==> config.mk <==
export PLATFORM = sky130hd
export DESIGN_NAME = bfec_exec
export DESIGN_NICKNAME = d
export VERILOG_FILES = /design/src/design/brainfuck_execution_core_unit_defines.svh /design/src/design/bfec_pkg.sv /design/src/design/bfec_exec.sv
export SDC_FILE = /design/constraint.sdc
export NUM_CORES = 1
export LEC_CHECK = 0
export ABC_CLOCK_PERIOD_IN_PS = 5150
export BUFFER_PORTS_ARGS = -buffer_cell sky130_fd_sc_hd__buf_2
export CORE_ASPECT_RATIO = 0.8
export CORE_MARGIN = 10
export CORE_UTILIZATION = 48
export DETAILED_ROUTE_END_ITERATION = 12
export PLACE_DENSITY = 0.86
export SLEW_MARGIN = 20
export SYNTH_ARGS = -nofsm -noshare
export SYNTH_HDL_FRONTEND = slang
export SYNTH_SLANG_ARGS = --single-unit
==> constraint.sdc <==
create_clock -name vclk -period 5.15
set_clock_uncertainty 0.05 [all_clocks]
set_input_delay 0.7725 -clock vclk [all_inputs]
set_output_delay 0.7725 -clock vclk [all_outputs]
set_load 0.03 [all_outputs]
==> src/design/brainfuck_execution_core_unit_defines.svh <==
// assertion helpers for the execution core
`ifndef BRAINFUCK_EXECUTION_CORE_UNIT_DEFINES_SVH
`define BRAINFUCK_EXECUTION_CORE_UNIT_DEFINES_SVH

// same-cycle implication, sampled on clock, off while reset is high
`define BFEC_ASSERT_IMP(label, ante, cons, msg) \
   label: assert property (@(posedge clock) disable iff (reset) (ante) |-> (cons)) \
      else $error(msg);

// next-cycle implication
`define BFEC_ASSERT_NXT(label, ante, cons, msg) \
   label: assert property (@(posedge clock) disable iff (reset) (ante) |=> (cons)) \
      else $error(msg);

`endif

==> src/design/bfec_pkg.sv <==
`default_nettype none

package bfec_pkg;

   // item kinds
   localparam logic REQ_LOAD = 1'b0;
   localparam logic REQ_EXEC = 1'b1;

   // command characters
   localparam logic [7:0] SYM_RIGHT = 8'h3E;
   localparam logic [7:0] SYM_LEFT  = 8'h3C;
   localparam logic [7:0] SYM_PLUS  = 8'h2B;
   localparam logic [7:0] SYM_MINUS = 8'h2D;
   localparam logic [7:0] SYM_DOT   = 8'h2E;
   localparam logic [7:0] SYM_COMMA = 8'h2C;
   localparam logic [7:0] SYM_OPEN  = 8'h5B;
   localparam logic [7:0] SYM_CLOSE = 8'h5D;

   // status codes
   localparam logic [2:0] STATUS_OK              = 3'd0;
   localparam logic [2:0] STATUS_UNMATCHED_CLOSE = 3'd1;
   localparam logic [2:0] STATUS_UNMATCHED_OPEN  = 3'd2;
   localparam logic [2:0] STATUS_UNDERFLOW       = 3'd3;
   localparam logic [2:0] STATUS_OVERFLOW        = 3'd4;
   localparam logic [2:0] STATUS_NEST_OVERFLOW   = 3'd5;

   localparam int POS_W  = 12;
   localparam int PC_W   = 13;
   localparam int BYTE_W = 8;

   typedef struct packed {
      logic              req_type;
      logic [BYTE_W-1:0] symbol;
      logic [POS_W-1:0]  position;
      logic              load_last;
      logic [BYTE_W-1:0] in_byte;
   } req_item_type;

   typedef struct packed {
      logic [PC_W-1:0]   next_pc;
      logic              out_valid;
      logic [BYTE_W-1:0] out_byte;
      logic [2:0]        status;
   } rsp_item_type;

   // conditions the decoder needs from the stored state
   typedef struct packed {
      logic pos_ok;
      logic ptr_at_zero;
      logic ptr_at_last;
      logic count_zero;
      logic count_one;
      logic count_full;
   } exec_flags_type;

   // state updates requested by the decoder
   typedef struct packed {
      logic              ptr_inc;
      logic              ptr_dec;
      logic              tape_we;
      logic [BYTE_W-1:0] tape_wdata;
      logic              push;
      logic              pop;
      logic              clear_count;
   } exec_ctl_type;

   typedef enum logic [1:0] {
      ST_CLEAR,
      ST_IDLE,
      ST_EXEC,
      ST_LINK
   } core_state_type;

endpackage

`default_nettype wire

==> src/design/bfec_exec.sv <==
`default_nettype none

module bfec_exec (
   input  wire bfec_pkg::req_item_type   item,
   input  wire logic [7:0]               cur_byte,
   input  wire logic [11:0]              partner,
   input  wire bfec_pkg::exec_flags_type flags,
   output bfec_pkg::exec_ctl_type        ctl,
   output bfec_pkg::rsp_item_type        rsp
);

   logic [11:0] pnr;
   logic        pending;

   // partner of an address beyond the program reads as zero
   assign pnr = flags.pos_ok ? partner : 12'd0;

   always_comb begin
      ctl     = '0;
      rsp     = '0;
      pending = 1'b0;
      if (item.req_type == bfec_pkg::REQ_LOAD) begin
         if (flags.pos_ok && item.symbol == bfec_pkg::SYM_OPEN) begin
            if (flags.count_full) begin
               rsp.status = bfec_pkg::STATUS_NEST_OVERFLOW;
            end else begin
               ctl.push = 1'b1;
            end
         end else if (flags.pos_ok && item.symbol == bfec_pkg::SYM_CLOSE) begin
            if (flags.count_zero) begin
               rsp.status = bfec_pkg::STATUS_UNMATCHED_CLOSE;
            end else begin
               ctl.pop = 1'b1;
            end
         end
         if (item.load_last) begin
            // opens still pending after this item
            pending = ctl.push || (ctl.pop ? !flags.count_one : !flags.count_zero);
            if (pending && rsp.status == bfec_pkg::STATUS_OK) begin
               rsp.status = bfec_pkg::STATUS_UNMATCHED_OPEN;
            end
            ctl.clear_count = 1'b1;
         end
      end else begin
         rsp.next_pc = {1'b0, item.position} + 13'd1;
         case (item.symbol)
            bfec_pkg::SYM_RIGHT: begin
               if (flags.ptr_at_last) begin
                  rsp.status = bfec_pkg::STATUS_OVERFLOW;
               end else begin
                  ctl.ptr_inc = 1'b1;
               end
            end
            bfec_pkg::SYM_LEFT: begin
               if (flags.ptr_at_zero) begin
                  rsp.status = bfec_pkg::STATUS_UNDERFLOW;
               end else begin
                  ctl.ptr_dec = 1'b1;
               end
            end
            bfec_pkg::SYM_PLUS: begin
               ctl.tape_we    = 1'b1;
               ctl.tape_wdata = cur_byte + 8'd1;
            end
            bfec_pkg::SYM_MINUS: begin
               ctl.tape_we    = 1'b1;
               ctl.tape_wdata = cur_byte - 8'd1;
            end
            bfec_pkg::SYM_DOT: begin
               rsp.out_valid = 1'b1;
               rsp.out_byte  = cur_byte;
            end
            bfec_pkg::SYM_COMMA: begin
               ctl.tape_we    = 1'b1;
               ctl.tape_wdata = item.in_byte;
            end
            bfec_pkg::SYM_OPEN: begin
               if (cur_byte == 8'd0) begin
                  rsp.next_pc = {1'b0, pnr} + 13'd1;
               end
            end
            bfec_pkg::SYM_CLOSE: begin
               rsp.next_pc = {1'b0, pnr};
            end
            default: begin
            end
         endcase
      end
   end

endmodule

`default_nettype wire

; ---- Yosys cells after proc, flatten, opt, wreduce, memory -nomap -nowiden
; Index checks and enable logic that the tools add are counted.
[word_totals]
in_bits = 56
elab_cells = 52
regBits = 0
output_inout_bits = 39
[classes]
n_eq_ne = 8
mux = 32
n_reduce_logical = 8
n_addsub = 4
[op_table]
columns = cell, count
row1 = "equality test 8 x 6 -> 1 bit, second input constant", 6
row2 = case mux 9 bit (3 select lines), 1
row3 = "adder 12 x 1 -> 13 bit, second input constant", 2
row4 = case mux 13 bit (2 select lines), 1
row5 = 2-to-1 mux 3 bit, 8
row6 = 2-to-1 mux 22 bit, 1
row7 = "equality test 8 x 7 -> 1 bit, second input constant", 2
row8 = 2-to-1 mux 1 bit, 15
row9 = 2-to-1 mux 13 bit, 1
row10 = 2-to-1 mux 12 bit, 1
row11 = 2-to-1 mux 11 bit, 1
row12 = 2-to-1 mux 9 bit, 1
row13 = "adder 8 x 1 -> 8 bit, second input constant", 1
row14 = zero test 8 bit, 1
row15 = "subtractor 8 x 1 -> 8 bit, second input constant", 1
row16 = case mux 3 bit (2 select lines), 1
row17 = logical AND 1 bit, 3
row18 = zero test 3 bit, 1
row19 = zero test 1 bit, 2
row20 = 2-to-1 mux 2 bit, 1
row21 = logical OR 1 bit, 1

; ---- Depth between registers and ports, before layout
[depth]
depth_word = 11
mapped_depth = 9

; ---- Worst setup path before layout
; Ideal clock, no wire load.
[synth_timing]
path_kind = input -> output
start = in item[25] (netlist name)
end = out ctl[9] (netlist name)
n_path_buf = 1
arrival_time_ps = 3214
stages = 9
slack_ps = 1114
path_cell_list = or4b_1 -> buf_2 -> nor2_1 -> xor2_1 -> ha_1 -> or4_4 -> o32ai_2 -> xor2_1 -> a22o_1
[synth_lines]
columns = item, line
row1 = start: declaration, bfec_exec.sv:4  ; input wire bfec_pkg::req_item_type item,
row2 = end: declaration, bfec_exec.sv:8  ; output bfec_pkg::exec_ctl_type ctl,

==> out/metrics.csv <==
metric,value,unit
design.die.area,0.005619,mm^2
crit_arrival,3500,ps
synthesis.nets,293,
grt_overflow,0,
residual_drc_count,0,
power-per-cell-area,58.66,mW/mm^2
timing.final.hold_violations,0,
dieHeight,69.08,um
n_antenna_cell,0,
minimum_clock_period_after_layout,4325,ps
cts_resized,0,
status,finished clean,
timing.critical_path.slowest_stage_cell,sky130_fd_sc_hd__or4b_1,
first_iteration_detailed_routing_drc_count,208,
finish.cell_count_without_fillers,355,
ys.warnings.count,0,
grt_pass1_wl,9.135,mm
holdBufCountCts,0,
synth.avg_cell_area,6.176,um^2
critical_path_launch_point_type,input pin,
synth_seq_area_share,0,
final_cycle_share,0.8398,
via_per_inst,6.141,
postRouteWirelength,5.778,mm
routabilityCongestion,0.9476,
boundaryPins,95,
via_count,2180,
postCtsSetupBuffers,0,
fp.dieW,81.35,um
rsz_0062_raised_after_global_routing,no,
post-dp-hpwl,4.860,mm
initial_core_util,0.5108,
worst_slew_pin_slew,933.8,ps
setup-violations-final,0,
io_buffers,95,
crit_chain,buf_2 > or4b_1 > nor2_1 > xor2_1 > ha_1 > or4_4 > o32ai_2 > xor2_1 > a22o_1 > buf_2,
synth_cell_type_count,50,
worst_slew_margin_rel,0.3718,
seq_cell_count,0,
power.static_leakage,0.9007,nW
clock_buffers,0,
final-max-slew-violation-count,0,
max_vdd_drop,0.00003996,V
cp_top_family,simple AND/OR/NAND/NOR gates,
element_type_at_the_critical_path_end,output port,
hold_path.class,input pin to output port,
synthesis.area,0.001445,mm^2
fin_nets,378,
timing.setup.tns,0,ps
place.detailed.instances,355,
overall_power_consumption,0.0001127,W
count_of_mapped_cells_out_of_synthesis,234,
crit_required,4330,ps
antenna_violations_before_repair,0,
timing.critical_path.slowest_cell_delay,680,ps
max_freq,0.2312,GHz
layout_cell_share_with_drive_strength_beyond_1,0.3155,
layout.area.seq,0,um^2
grt_pass1_vias,1969,
firstDrtPassIters,5,
detail-route-antenna-nets,0,
avgRoutedWirePerCell,16.28,um
row_count,17,
placed_cell_area,0.001922,mm^2
area_delta_synth_final,32.99,%
timing.setup.critical_path_class,input pin to output port,
postLayoutCellArea,0.001922,mm^2
crit_fanout,9,
placeableCoreArea,0.002829,mm^2
grt_start_max_net_pins,23,
grt_usage,0.1844,
path_buf_inv,2,
number_of_max_cap_violations,0,
## cells by family (layout without fill, tap and decap cells)
kind of cell	after synthesis	count (layout)	synth area share
compound gates	54	54	0.2658
xor+xnor	22	22	0.1333
fa+ha+maj	3	3	0.02598
buf+inv	18	101	0.04761
mux	5	5	0.03463
simple gates	132	132	0.4927
## metal layers
metal / GRT usage / wire length [um]
met5: 0 / 0
met1: 0.2486 / 2400
met2: 0.3072 / 2693
met3: 0.02972 / 670
met4: 0.009524 / 14
## tightest hold or removal path, delay by kind of cell
| family | cells | cell delay, ps |
|---|---|---|
| buf+inv | 2 | 260 |
| simple gates | 1 | 30 |
## power by group
| part | switching [W] | internal (W) | total (W) |
|---|---|---|---|
| Sequential | 0 | 0 | 0 |
| Combinational | 0.0000704 | 0.0000423 | 0.000113 |
| Clock | 0 | 0 | 0 |
## Yosys cell counts, drive strengths merged (3+ instances only)
library cell,n,share of area
a211oi,4,0.021
inv,5,0.013
a21oi,11,0.038
and3,3,0.013
o21ai,9,0.031
a22o,6,0.036
clkbuf,11,0.029
nand4,9,0.039
xor2,11,0.067
nand3,20,0.069
o22ai,3,0.013
nor2,27,0.070
ha,3,0.026
a221oi,3,0.018
mux2i,5,0.035
nor3,11,0.042
nand2b,4,0.017
and2,12,0.052
nor4,8,0.035
xnor2,11,0.067
nand2,20,0.052
a21boi,4,0.021
## metrics by stage
stage	util	hold WS (ps)	worst slack, ps
3_5_place_dp	0.6793	1785	827.5
2_1_floorplan	-	1607	1114
3_3_place_gp	0.6793	1785	887.4
6_report	0.6793	1782	824.9
5_1_grt	0.6793	1803	661.3
4_1_cts	0.6793	1785	823.8
## final cells by class
type               instances  area, um^2
inverters                  6       22.52
well taps                 38       47.55
repair buffers            95       475.5
multi-input cells        216        1376
fillers                  272       907.1
## final timing paths
check / slack, ps / cells past startpoint / from / to
worst min-delay path: 1780 / 3 / flags[4] / ctl[12]
worst max-delay path: 820 / 10 / item[25] / ctl[9]
## layout by cell type (no fill, tap or decap), types with 4 or more instances in the layout
master / count
sky130_fd_sc_hd__nor2_1: 27
sky130_fd_sc_hd__nor4_1: 8
sky130_fd_sc_hd__a21boi_0: 4
sky130_fd_sc_hd__mux2i_1: 5
sky130_fd_sc_hd__nand2_1: 20
sky130_fd_sc_hd__and2_1: 11
sky130_fd_sc_hd__a22o_1: 6
sky130_fd_sc_hd__nand2b_1: 4
sky130_fd_sc_hd__o21ai_0: 9
sky130_fd_sc_hd__xnor2_1: 11
sky130_fd_sc_hd__buf_2: 95
sky130_fd_sc_hd__a211oi_1: 4
sky130_fd_sc_hd__xor2_1: 11
sky130_fd_sc_hd__nor3_1: 10
sky130_fd_sc_hd__nand3_1: 20
sky130_fd_sc_hd__inv_1: 5
sky130_fd_sc_hd__a21oi_1: 11
sky130_fd_sc_hd__nand4_1: 9
(Power assumes the default switching activity.)
