--- src/design/brainfuck_execution_core_unit_defines.svh ---
// assertion helpers for the execution core
`ifndef BRAINFUCK_EXECUTION_CORE_UNIT_DEFINES_SVH
`define BRAINFUCK_EXECUTION_CORE_UNIT_DEFINES_SVH

// same-cycle implication, sampled on clock, off while reset is high
`define BFEC_ASSERT_IMP(label, ante, cons, msg) \
   label: assert property (@(posedge clock) disable iff (reset) (ante) |-> (cons)) \
      else $error(msg);

// next-cycle implication
`define BFEC_ASSERT_NXT(label, ante, cons, msg) \
   label: assert property (@(posedge clock) disable iff (reset) (ante) |=> (cons)) \
      else $error(msg);

`endif

--- src/design/bfec_ram.sv ---
`default_nettype none

module bfec_ram #(
   parameter int WIDTH = 8,
   parameter int DEPTH = 16,
   localparam int AW = (DEPTH > 1) ? $clog2(DEPTH) : 1
) (
   input  wire logic             clock,
   input  wire logic             wr_en,
   input  wire logic [AW-1:0]    wr_addr,
   input  wire logic [WIDTH-1:0] wr_data,
   input  wire logic             rd_en,
   input  wire logic [AW-1:0]    rd_addr,
   output logic      [WIDTH-1:0] rd_data
);

   logic [WIDTH-1:0] mem_ff [DEPTH];
   logic [WIDTH-1:0] rd_data_ff;

   always_ff @(posedge clock) begin
      if (wr_en) begin
         mem_ff[wr_addr] <= wr_data;
      end
      if (rd_en) begin
         rd_data_ff <= mem_ff[rd_addr];
      end
   end

   assign rd_data = rd_data_ff;

endmodule

`default_nettype wire

--- config.mk ---
export PLATFORM = sky130hd
export DESIGN_NAME = bfec_ram
export DESIGN_NICKNAME = d
export VERILOG_FILES = /design/src/design/brainfuck_execution_core_unit_defines.svh /design/src/design/bfec_ram.sv
export SDC_FILE = /design/constraint.sdc
export NUM_CORES = 1
export LEC_CHECK = 0
export BUFFER_PORTS_ARGS = -buffer_cell sky130_fd_sc_hd__buf_4
export CORE_UTILIZATION = 37
export DETAILED_ROUTE_END_ITERATION = 16
export GPL_TIMING_DRIVEN = 1
export PLACE_DENSITY = 0.54
export SLEW_MARGIN = 20
export SYNTH_ARGS = -nofsm -noshare
export SYNTH_HDL_FRONTEND = slang
export SYNTH_SLANG_ARGS = --single-unit
export TNS_END_PERCENT = 10
--- constraint.sdc ---
create_clock -name clock -period 2.03 [get_ports clock]
set_clock_uncertainty 0.1 [all_clocks]
set_input_delay 0.609 -clock clock [delete_from_list [all_inputs] [get_ports clock]]
set_output_delay 0.609 -clock clock [all_outputs]
set_load 0.01 [all_outputs]
---- Word-level counts from Yosys, hierarchy flattened ----
Memory sizes are Yosys's and may differ from the RTL's. A register that Yosys moved wholly into a read port is not among the register bits.
Cells that the tools add are included.
word-level totals
  register bits after elaboration ......... 0
  memories ................................ 1
  logic and storage cells ................. 3
  bits in writable memories ............... 128
cells by class
  multiplexer cells ....................... 2
memory list
  name    depth  width  rd ports  clocked after Yosys merged registers in  wr ports  RTL line        source
  mem_ff  16     8      1         1                                        1         bfec_ram.sv:17  logic [WIDTH-1:0] mem_ff [DEPTH];
operators with widths
  kind              number
  1-bit 2-to-1 mux  2

---- Depth between registers and ports, before layout ----
Gate-level depths: netlist (run 1).
  depth after elaboration ................. 2
  gate-level depth with buffers ........... 5
  mapped depth without buffers ............ 3

---- Least setup slack after synthesis (run 1) ----
No wires, ideal clock.
  kind .................................... input to register
  from .................................... input port wr_addr[2]
  to ...................................... memory mem_ff[0][0] (enable)
  slack ................................... -0.172 ns
  stages .................................. 2
  data arrival time ....................... 1.719 ns
  data required time ...................... 1.547 ns
  cell sequence ........................... or3b_2 > nor3_1
RTL lines
  element      RTL line        source
  from (decl)  bfec_ram.sv:10  input wire logic [AW-1:0] wr_addr,
  to (decl)    bfec_ram.sv:17
Straight into the memory's write port.

==> results.py, run 1 <==
metrics = {
    "cts": {
        "cts_tree": "yes",
        "cts_hold_buf": 0,
        "post_cts_buffers": 0,
        "post_cts_resized": 0,
        "htree_levels": 4,
        "clkTransAtPathRegs_ns": 0.05,
        "cts_buffer_depth": 2,
        "clkLatencyLatePin_ns": 0.41,
        "numCtsBuffers": 17,
        "cts.sink_count": 136,
        "root_buffer": "clkbuf_16",
    },
    "grt": {
        "grt_pass1_vias": 2515,
        "overflow": 0,
        "grt_max_degree": 17,
        "grt_first_pass_wirelength_um": 15100,
        "grt_usage": 0.151,
        "antenna_found_initial": 0,
    },
    "drt": {
        "viasPerCell": 5.08,
        "drc": 0,
        "first_pass_iters": 4,
        "wirelength_um": 9850,
        "vias": 2457,
        "first_iter_violations": 111,
        "wire_per_inst_um": 20.3,
        "antenna_left": 0,
    },
    "placed_design": {
        "portBuffers": 26,
        "place.gp.congestion": 0.762,
        "hpwl_um": 6780,
    },
    "worst_setup_path": {
        "path_cells": "buf_4, buf_12, buf_12, mux4_1, a22oi_1, nand2_1",
        "timing.critical_path.mode_cell": "buf_12",
        "max_stage_delay_ns": 0.55,
        "cp_slowest_cell": "mux4_1",
        "arrival_ns": 1.95,
        "cp-end-kind": "register",
        "r2r_cells": 3,
        "start_kind": "input pin",
        "critPathMaxFanout": 10,
        "critPathKind": "in2reg",
        "cp.required_ns": 2.07,
    },
    "run": {
        "drv_cap": 0,
    },
    "sta": {
        "post-route-min-period_ns": 1.90,
        "finalMaxSlewViolations": 0,
        "tightest_slew_ns": 0.736,
        "timing.hold.ws_ns": 0.410,
        "rsz0062_at_grt": "false",
        "setup_viol": 0,
        "slew_headroom": 0.508,
        "max_clock_freq_mhz": 525,
        "post-route-period-util": 0.938,
        "hold_viol": 0,
    },
    "layout": {
        "register_area_mm2": 0.00408,
        "final_layout_size_suffix_gt1_frac": 0.313,
        "synthToLayoutAreaGrowth_pct": 21.0,
        "fin_nets": 312,
        "n_antenna_cell": 0,
        "multi_input_area_mm2": 0.00106,
        "final_util": 0.457,
        "fillers": 1152,
    },
    "logic_synthesis": {
        "syn_nets": 248,
        "netlist_area_mm2": 0.00523,
        "synth_sequential_area_ratio": 0.781,
        "ys_types": 18,
        "synthCells": 229,
        "yosys_warnings": 0,
        "ys_ff_latch": 136,
        "avgSynthCellArea_um2": 22.8,
    },
    "hold_path": {
        "holdPathStages": 1,
        "hold_path.class": "in2reg",
    },
    "floorplan": {
        "fp-row-count": 43,
        "fp.coreArea_mm2": 0.0138,
        "start_util": 0.378,
        "die_area_mm2": 0.0146,
        "die_w_um": 121,
        "io_pins": 27,
        "die_h_um": 121,
    },
    "power_and_ir_drop": {
        "total_leakage_power_nw": 2.14,
        "power_density_mw_per_mm2": 952,
        "vdd_ir_drop_max_mv": 0.742,
    },
    "outcome": {
        "outcome": "finished, final reports clean",
    },
}
-- metal layers --
metal	wire length (µm)	up-vias	track usage
met5	0	-	0
met4	135	0	0.0602
met2	4670	64	0.231
met1	4560	1268	0.204
li1	-	1110	-
met3	487	15	0.0446
-- path summary, 6_finish.rpt --
kind                       from  slack, ns           end
setup / recovery     rd_addr[0]       0.13    rd_data[2]
hold / removal       wr_data[0]       0.41  mem_ff[1][0]
setup reg to reg   mem_ff[9][2]       0.42    rd_data[2]
hold reg to reg   mem_ff[12][3]       0.66    rd_data[3]
-- synthesized netlist by cell type --
cell type	number	area, µm²
edfxtp_1	136	4080
nor2b_1	1	6.26
nand2b_1	2	12.5
buf_4	1	7.51
or3b_2	1	8.76
nand3b_1	2	15.0
a22oi_1	16	120
buf_2	3	15.0
mux4_2	18	405
and2b_1	1	7.51
clkdlybuf4s25_2	3	30.0
nor3_1	4	20.0
and2_1	1	6.26
nand3_1	1	5.00
mux4_1	14	368
nand2_1	9	33.8
nor2_1	13	48.8
buf_6	3	33.8
-- area by class of cell --
class,instances,share of cell area
flip-flops and latches,136,0.646
multi-input cells,83,0.168
repair buffers,55,0.0752
clock buffers,22,0.0702
well taps,180,0.0356
clock inverters,8,0.00534
-- sequential cells by signal, indices dropped and copies added, names as in the netlist --
name,flops
rd_data,8
mem_ff,128
-- cell families after synthesis --
group                  share of synthesized area
AO/OA/AOI/OAI                             0.0230
buffers and inverters                     0.0165
AND/OR/NAND/NOR                           0.0314
flip-flops                                 0.781
multiplexers                               0.148
-- through the flow --
stage / cell area (µm²) / setup TNS [ns] / instances / total power, mW / setup WS (ns)
after detailed placement: 5850 / -1.68 / 454 / 3.58 / -0.310
final: 6320 / 0 / 484 / 6.02 / 0.126
after CTS: 6320 / 0 / 484 / 6.07 / 0.129
after floorplan: 5230 / 0 / 229 / 3.40 / 0.0386
after global placement: 5850 / -1.66 / 454 / 3.57 / -0.280
after global routing: 6320 / 0 / 484 / 6.22 / 0.0819
-- power breakdown --
part           internal [mW]  switching (mW)  total (mW)  leakage [nW]
Sequential              3.17          0.0155        3.18          1.24
Clock                   1.51           0.995        2.51         0.235
Combinational          0.158           0.175       0.333         0.670
-- cells in the final DEF (no fill, tap or decap), types with 2 or more instances in the layout --
cell,instances
mux4_2,18
nor3_1,3
buf_12,5
nor2_1,13
nand3b_1,2
mux4_1,14
buf_4,50
clkinv_2,3
nand2b_1,2
clkinv_1,5
clkbuf_16,17
a22oi_1,16
clkbuf_1,5
edfxtp_1,136
nand2_1,9
-- worst max-delay path, delay by kind of cell --
family,cells,cell delay (ns)
multiplexers,1,0.55
buffers and inverters,3,0.40
AO/OA/AOI/OAI,1,0.29
AND/OR/NAND/NOR,1,0.10
(Power assumes the default switching activity.)
==> inputs of run 2 (changes only) <==
--- a/config.mk
+++ b/config.mk
@@ -6,6 +6,7 @@
 export NUM_CORES = 1
 export LEC_CHECK = 0
 export BUFFER_PORTS_ARGS = -buffer_cell sky130_fd_sc_hd__buf_4
+export CORE_ASPECT_RATIO = 1.1
 export CORE_UTILIZATION = 37
 export DETAILED_ROUTE_END_ITERATION = 16
 export GPL_TIMING_DRIVEN = 1
==> run 2 against run 1 <==
Net effect: final area grew 4.2%; combinational power rose by 2%; core utilization rose by 2.0 points; largest power group is now the clock network; register-to-register slack hardly changed; critical path depth decreased by 1; setup slack gained 0.088 ns; highest routed layer unchanged; flip-flop and latch count stayed put; global-route usage up 0.41 points.
==> results.py, run 2 (same netlist as run 1, synthesis figures left out) <==
metrics = {
    "worst_setup_path": {
        "critPathMaxFanout": 14,
        "critPathKind": "in2reg",
        "cp.required_ns": 2.09,
        "path_cells": "buf_4, buf_12, mux4_1, a22oi_1, nand2_1",
        "cp-end-kind": "register",
        "r2r_slack_ns": 0.43,
        "path_buf_inv": 2,
        "start_kind": "input pin",
        "cp_slowest_cell": "mux4_1",
        "cp_top_family": "multiplexers",
        "max_stage_delay_ns": 0.55,
        "arrival_ns": 1.87,
    },
    "layout": {
        "layout_common_cells": "edfxtp_1 (136), buf_4 (51), mux4_2 (18)",
        "final_layout_size_suffix_gt1_frac": 0.347,
        "largest_register_ffs": 128,
        "fillers": 1159,
        "finalInstanceArea_mm2": 0.00659,
        "layout_commonest_cell": "edfxtp_1",
        "synthToLayoutAreaGrowth_pct": 26.1,
        "n_antenna_cell": 0,
        "register_area_mm2": 0.00408,
        "top_register": "mem_ff",
        "fin_nets": 314,
        "multi_input_area_mm2": 0.00106,
    },
    "power_and_ir_drop": {
        "total_leakage_power_nw": 2.26,
        "power_density_mw_per_mm2": 1090,
        "vdd_ir_drop_max_mv": 0.536,
    },
    "drt": {
        "wirelength_um": 10100,
        "antenna_left": 0,
        "first_iter_violations": 170,
        "vias": 2463,
        "drc": 0,
        "first_pass_iters": 4,
        "viasPerCell": 4.97,
        "wire_per_inst_um": 20.3,
    },
    "floorplan": {
        "io_pins": 27,
        "die_area_mm2": 0.0146,
        "die_w_um": 115,
        "fp-row-count": 45,
        "die_h_um": 127,
        "start_util": 0.379,
        "fp.coreArea_mm2": 0.0138,
    },
    "sta": {
        "hold_viol": 0,
        "fin_ws_ns": 0.214,
        "tightest_slew_ns": 0.853,
        "slew_headroom": 0.430,
        "post-route-period-util": 0.895,
        "setup_viol": 0,
        "max_clock_freq_mhz": 551,
        "post-route-min-period_ns": 1.82,
        "rsz0062_at_grt": "false",
        "finalMaxSlewViolations": 0,
    },
    "placed_design": {
        "portBuffers": 26,
        "place_ws_ns": -0.193,
        "hpwl_um": 6740,
        "place.gp.congestion": 0.774,
        "postPlaceCellArea_mm2": 0.00588,
    },
    "cts": {
        "clkTransAtPathRegs_ns": 0.06,
        "clkLatencyLatePin_ns": 0.41,
        "post_cts_buffers": 0,
        "cts_tree": "yes",
        "cts_hold_buf": 0,
        "numCtsBuffers": 17,
        "root_buffer": "clkbuf_16",
        "htree_levels": 4,
        "cts_buffer_depth": 2,
        "cts.sink_count": 136,
        "post_cts_resized": 0,
    },
    "grt": {
        "gr-usage-met2": 0.239,
        "use_met1": 0.211,
        "busiest_layer": "met2",
        "grt_pass1_vias": 2665,
        "grt_max_degree": 17,
        "grt_first_pass_wirelength_um": 15700,
        "overflow": 0,
        "antenna_found_initial": 0,
        "grt_usage": 0.156,
        "grt_util_met3": 0.0435,
    },
    "hold_path": {
        "hold_path.class": "in2reg",
    },
    "run": {
        "drv_cap": 0,
    },
    "outcome": {
        "outcome": "finished, final reports clean",
    },
}
-- run 2: final timing paths --
path / from / to / cells past startpoint
setup / recovery: rd_addr[0] / rd_data[3] / 5
hold / removal: wr_data[7] / mem_ff[6][7] / 1
setup reg to reg: mem_ff[0][3] / rd_data[3] / 3
hold reg to reg: mem_ff[15][4] / rd_data[4] / 3
-- run 2: layer usage --
metal / wire length, µm / up-vias
met5: 0 / -
met4: 142 / 0
met3: 448 / 15
met2: 4810 / 69
met1: 4680 / 1263
li1: - / 1116
-- run 2: cell type report --
| type | instances | area share |
|---|---|---|
| flip-flops and latches | 136 | 0.620 |
| clock inverters | 13 | 0.0416 |
| repair buffers | 57 | 0.0763 |
| clock buffers | 19 | 0.0657 |
| well taps | 188 | 0.0357 |
| multi-input cells | 83 | 0.161 |
-- run 2: where the power goes --
part / leakage (nW) / total (mW) / internal [mW] / switching [mW]
Clock: 0.337 / 3.65 / 2.55 / 1.11
Combinational: 0.684 / 0.338 / 0.164 / 0.174
Sequential: 1.24 / 3.18 / 3.16 / 0.0168
-- run 2: through the flow --
stage | utilization | hold WS, ns | instances | setup TNS [ns] | power, mW
final | 0.478 | 0.403 | 496 | 0 | 7.17
after global routing | 0.478 | 0.406 | 496 | 0 | 7.37
after CTS | 0.478 | 0.394 | 496 | 0 | 7.23
after detailed placement | 0.427 | 0.639 | 464 | -1.18 | 3.58
after global placement | 0.427 | 0.631 | 464 | -1.17 | 3.58
after floorplan | - | 0.605 | 229 | 0 | 3.40
==> inputs of run 3 (changes only) <==
--- a/config.mk
+++ b/config.mk
@@ -7,10 +7,10 @@
 export LEC_CHECK = 0
 export BUFFER_PORTS_ARGS = -buffer_cell sky130_fd_sc_hd__buf_4
 export CORE_ASPECT_RATIO = 1.1
-export CORE_UTILIZATION = 37
+export CORE_UTILIZATION = 54
 export DETAILED_ROUTE_END_ITERATION = 16
 export GPL_TIMING_DRIVEN = 1
-export PLACE_DENSITY = 0.54
+export PLACE_DENSITY = 0.73
 export SLEW_MARGIN = 20
 export SYNTH_ARGS = -nofsm -noshare
 export SYNTH_HDL_FRONTEND = slang
==> run 3 against run 2 <==
Net effect: final area fell by 5.6%; cell count decreased by 15%; combinational power fell by 6.2%; critical endpoint is now rd_data[3].
==> results.py, run 3 (same netlist as run 1, synthesis figures left out) <==
metrics = {
    "grt": {
        "grt_max_degree": 17,
        "overflow": 0,
        "grt_first_pass_wirelength_um": 14700,
        "grt_usage": 0.219,
        "antenna_found_initial": 0,
        "grt_pass1_vias": 2554,
    },
    "drt": {
        "viasPerCell": 5.99,
        "first_pass_iters": 5,
        "wirelength_um": 9520,
        "antenna_left": 0,
        "drc": 0,
        "wire_per_inst_um": 22.7,
        "vias": 2517,
        "first_iter_violations": 214,
    },
    "floorplan": {
        "die_h_um": 105,
        "io_pins": 27,
        "die_area_mm2": 0.0101,
        "start_util": 0.556,
        "fp.coreArea_mm2": 0.00940,
        "fp-row-count": 37,
        "die_w_um": 95.8,
    },
    "sta": {
        "setup_viol": 0,
        "fin_tns_setup_ns": 0,
        "timing.hold.ws_ns": 0.294,
        "max_clock_freq_mhz": 547,
        "hold_viol": 0,
        "finalMaxSlewViolations": 0,
        "slew_headroom": 0.625,
        "post-route-period-util": 0.900,
        "post-route-min-period_ns": 1.83,
        "tightest_slew_ns": 0.561,
        "rsz0062_at_grt": "false",
    },
    "layout": {
        "top_register": "mem_ff",
        "fin_nets": 310,
        "fillers": 598,
        "n_antenna_cell": 0,
        "synthToLayoutAreaGrowth_pct": 19.0,
        "final_layout_size_suffix_gt1_frac": 0.304,
        "largest_register_ffs": 128,
        "layout_commonest_cell": "edfxtp_1",
        "layout_common_cells": "edfxtp_1 (136), buf_4 (50), mux4_2 (18)",
    },
    "cts": {
        "numCtsBuffers": 17,
        "clkTransAtPathRegs_ns": 0.05,
        "cts_buffer_depth": 2,
        "post_cts_resized": 0,
        "htree_levels": 4,
        "clkLatencyLatePin_ns": 0.52,
        "root_buffer": "clkbuf_8",
        "cts.sink_count": 136,
        "cts_tree": "yes",
        "post_cts_buffers": 0,
        "cts_hold_buf": 0,
    },
    "placed_design": {
        "hpwl_um": 6320,
        "portBuffers": 26,
        "place.gp.congestion": 0.769,
    },
    "power_and_ir_drop": {
        "power_density_mw_per_mm2": 976,
        "pwr-share-seq": 0.524,
        "p_sw_mw": 1.17,
        "clkPwrFrac": 0.424,
        "p_int_mw": 4.91,
        "total_leakage_power_nw": 2.13,
        "vdd_ir_drop_max_mv": 0.540,
        "comb_power_share": 0.052,
        "sw_frac_of_total": 0.192,
    },
    "worst_setup_path": {
        "cp_slowest_cell": "edfxtp_1",
        "start_kind": "register",
        "cp-end-kind": "output pin",
        "arrival_ns": 1.12,
        "critPathKind": "reg2out",
        "cp.required_ns": 1.32,
        "critPathMaxFanout": 1,
        "max_stage_delay_ns": 0.43,
        "path_cells": "buf_4",
        "path_buf_inv": 1,
        "cp_top_family": "flip-flops",
    },
    "outcome": {
        "outcome": "finished, final reports clean",
    },
    "hold_path": {
        "hold_path.class": "in2reg",
    },
    "run": {
        "drv_cap": 0,
    },
}
==> run 3: area by class of cell <==
cell class	instances	area, µm²	area share
repair buffers	53	435	0.0700
well taps	117	146	0.0235
clock buffers	24	440	0.0708
clock inverters	7	53.8	0.00865
multi-input cells	83	1060	0.171
flip-flops and latches	136	4080	0.656
==> run 3: power groups by stage <==
stage | clock, mW | sequential (mW) | combinational, mW
after floorplan | 0 | 3.24 | 0.160
after global placement | 0 | 3.24 | 0.311
after detailed placement | 0 | 3.24 | 0.318
after CTS | 2.61 | 3.19 | 0.320
after global routing | 2.73 | 3.19 | 0.345
final | 2.57 | 3.18 | 0.317
==> run 3: path summary, 6_finish.rpt <==
check / start / depth (start not counted) / to / slack [ns]
worst min register to register: mem_ff[15][6] / 3 / rd_data[6] / 0.64
worst max-delay path: rd_data[3] / 1 / rd_data[3] / 0.20
worst min-delay path: wr_data[5] / 1 / mem_ff[6][5] / 0.29
worst max register to register: mem_ff[3][7] / 3 / rd_data[7] / 0.40
==> run 3: through the flow <==
stage                     cells  setup WS [ns]   util  area (µm²)  total power [mW]
after CTS                   420          0.182  0.662        6220              6.11
after floorplan             229         0.0386      -        5230              3.40
after global routing        420          0.173  0.662        6220              6.26
final                       420          0.203  0.662        6220              6.08
after detailed placement    389         -0.185  0.610        5730              3.56
after global placement      389         -0.191  0.610        5730              3.55
==> run 3: per-layer routing <==
metal / vias to the layer above / track usage / share of wire
li1: 1106 / - / -
met1: 1287 / 0.293 / 0.40
met2: 111 / 0.333 / 0.52
met3: 13 / 0.0626 / 0.062
met4: 0 / 0.103 / 0.020
met5: - / 0 / 0
